===== src/hw/rtl/mpfl_alu.sv =====
// Shared adder and subtractor used by the allocator sequencer.
module mpfl_alu #(
  parameter int unsigned W = 24
) (
  input  logic [W-1:0] a,
  input  logic [W-1:0] b,
  input  logic         sub,
  output logic [W:0]   res
);

  logic [W-1:0] b_eff;

  assign b_eff = b ^ {W{sub}};
  assign res   = {1'b0, a} + {1'b0, b_eff} + {{W{1'b0}}, sub};

endmodule


===== config.mk =====
export PLATFORM = sky130hd
export DESIGN_NAME = mpfl_alu
export DESIGN_NICKNAME = d
export VERILOG_FILES = /design/src/hw/rtl/mpfl_alu.sv
export SDC_FILE = /design/constraint.sdc
export NUM_CORES = 1
export LEC_CHECK = 0
export BUFFER_PORTS_ARGS = -buffer_cell sky130_fd_sc_hd__buf_2
export CAP_MARGIN = 20
export CORE_MARGIN = 2
export CORE_UTILIZATION = 52
export DETAILED_ROUTE_END_ITERATION = 12
export PLACE_DENSITY = 0.91
export SLEW_MARGIN = 0
export SYNTH_ARGS = -nofsm -noshare
export SYNTH_HDL_FRONTEND = slang
export SYNTH_SLANG_ARGS = --single-unit

===== constraint.sdc =====
create_clock -name vclk -period 7.28
set_clock_uncertainty 0.2 [all_clocks]
set_input_delay 1.456 -clock vclk [all_inputs]
set_output_delay 1.456 -clock vclk [all_outputs]
set_load 0.03 [all_outputs]

==> impl_metrics.yaml <==
place:
  hpwl_mm: 3.00
  gp_congestion: 0.872
  port_buffers: 74
drt:
  drt_first_pass_iters: 4
  drt_iter0_drc: 20
  drtAntennaViolNets: 0
  avgViaCountPerCell: 5.49
  drcViolationCount: 0
  wl_per_cell_um: 11.8
  routed_wl_mm: 3.43
  vias: 1591
pwr:
  power_uw: 320
  ir_worst_vdd_mv: 0.117
  pwr_density_cell_nw_per_um2: 180
  leakage_nw: 0.954
layout:
  seq_cells: 0
  clkbuf_count: 0
  fin_nets: 336
  syn_to_final_growth_pct: 28.3
  diodes: 0
  drive_above_1_share_pct: 31.2
  area.sequential_um2: 0
global_routing:
  first_global_vias: 1453
  overflow: 0
  antenna_found_initial: 0
  grt_pass1_wl_mm: 5.80
  grt_use_total_pct: 21.4
  grt_max_degree: 15
cts:
  postCtsSetupBuffers: 0
  ctsHoldBuffers: 0
  cts-resized-gates: 0
logic_synthesis:
  muxShareOfSynthArea_pct: 0.721
  synth.most_common_cell: "xor2_1"
  synth.distinct_cells: 34
  synth-compound-area-share_pct: 29.3
  synthTopCellsByArea: "ha_1, xor2_1, xnor2_1, a21oi_1, a21o_1"
  synth_area_leader_cell: "ha_1"
  synthSimpleGateAreaFrac_pct: 15.0
  syn_nets: 264
  synth_top_family_by_area: "compound AO/OA/AOI/OAI gates"
  syn_inst: 190
  synth_seq_area_share_pct: 0
  avgSynthCellArea_um2: 7.30
  yosys.area.top_type_share_pct: 21.6
  synth_xor_area_share_pct: 28.4
  syn_area_um2: 1390
  yosys_warnings: 0
  synth_fa_ha_area_share_pct: 23.1
  synth_common_cells: "xor2_1, ha_1, a21oi_1, nand2_1"
hold_path:
  holdPathStages: 3
  holdCritPathClass: "in -> out"
critical_path:
  crit_fanout: 11
  cp_data_required_time_ns: 5.62
  cp.arrival_ns: 4.24
  end_kind: "primary output"
  crit_type: "in -> out"
  crit_path_start_kind: "primary input"
sta:
  drv_slew: 0
  worstMarginPinSlew_ns: 0.432
  finalSetupViolCount: 0
  slew_headroom_pct: 70.9
  rsz0062_at_grt: "no"
  clock.fmax_mhz: 170
  hold_viol: 0
  fin_crit_sh_pct: 81.0
  tns_ns: 0
  final.min_clock_period_ns: 5.90
floorplanning:
  rows: 18
  core_area_um2: 2500
  dieArea_um2: 3100
  dieHeight_um: 55.7
  boundaryPins: 74
  die_w_um: 55.7
  initial_core_util_pct: 55.5
status:
  status: "complete, no violations"
run:
  max-cap-violations: 0
[where the power goes]
part           total, mW  internal [mW]  switching (mW)  leakage [nW]
combinational      0.320          0.113           0.206         0.954
sequential             0              0               0             0
clock                  0              0               0             0
[critical path, stage by stage]
cell	delay [ns]
buf_2	0.26
xor2_1	0.25
inv_1	0.09
fa_1	0.42
nor2b_1	0.12
o21ai_0	0.09
o211ai_1	0.37
a21boi_1	0.16
o21ai_0	0.41
a311o_1	0.26
xor2_1	0.14
buf_2	0.21
[layout make-up]
type	count	area, µm²
Multi-Input combinational cell	178	1340
Fill cell	226	719
Timing Repair Buffer	75	378
Tap cell	30	37.5
Inverter	7	26.3
[metal layers]
| layer | up-vias | share of wire (%) | GRT usage, % |
|---|---|---|---|
| met5 | - | 0 | 0 |
| met4 | 0 | 0 | 0 |
| met3 | 0 | 3.3 | 0.233 |
| met2 | 36 | 56 | 45.1 |
| met1 | 730 | 41 | 24.8 |
| li1 | 825 | - | - |
[path summary, 6_finish.rpt]
path	startpoint	to	slack (ns)
min	a[0]	res[0]	3.03
max	sub	res[22]	1.38
[kinds of logic (layout without fill, tap and decap cells)]
logic type	count (synthesis)	after routing
buffers and inverters	12	82
AND/OR/NAND/NOR	45	45
AO/OA/AOI/OAI	62	62
XOR/XNOR	45	45
adder cells (fa/ha/maj)	25	25
multiplexers	1	1
[cells in the final DEF (no fill, tap or decap), types with 8 or more instances in the layout]
cell     synthesis  final
nor2_1          10     10
buf_2            0     74
a21oi_1         18     18
xor2_1          33     33
xnor2_1         12     12
o21ai_0         12     12
a21o_1           9      9
ha_1            24     24
nand2_1         18     18
nand3_1          8      8
[metrics by stage]
step                      instances  cell area [µm²]  util [%]  hold WS, ns  setup slack, ns
after global routing            290             1780      71.2         3.06             1.06
final                           290             1780      71.2         3.03             1.38
after detailed placement        290             1780      71.2         3.03             1.42
after floorplan                 190             1390         -         2.88             1.40
after global placement          290             1780      71.2         3.03             1.51
after CTS                       290             1780      71.2         3.03             1.41
Note: power is estimated with default switching activity, not from simulation.
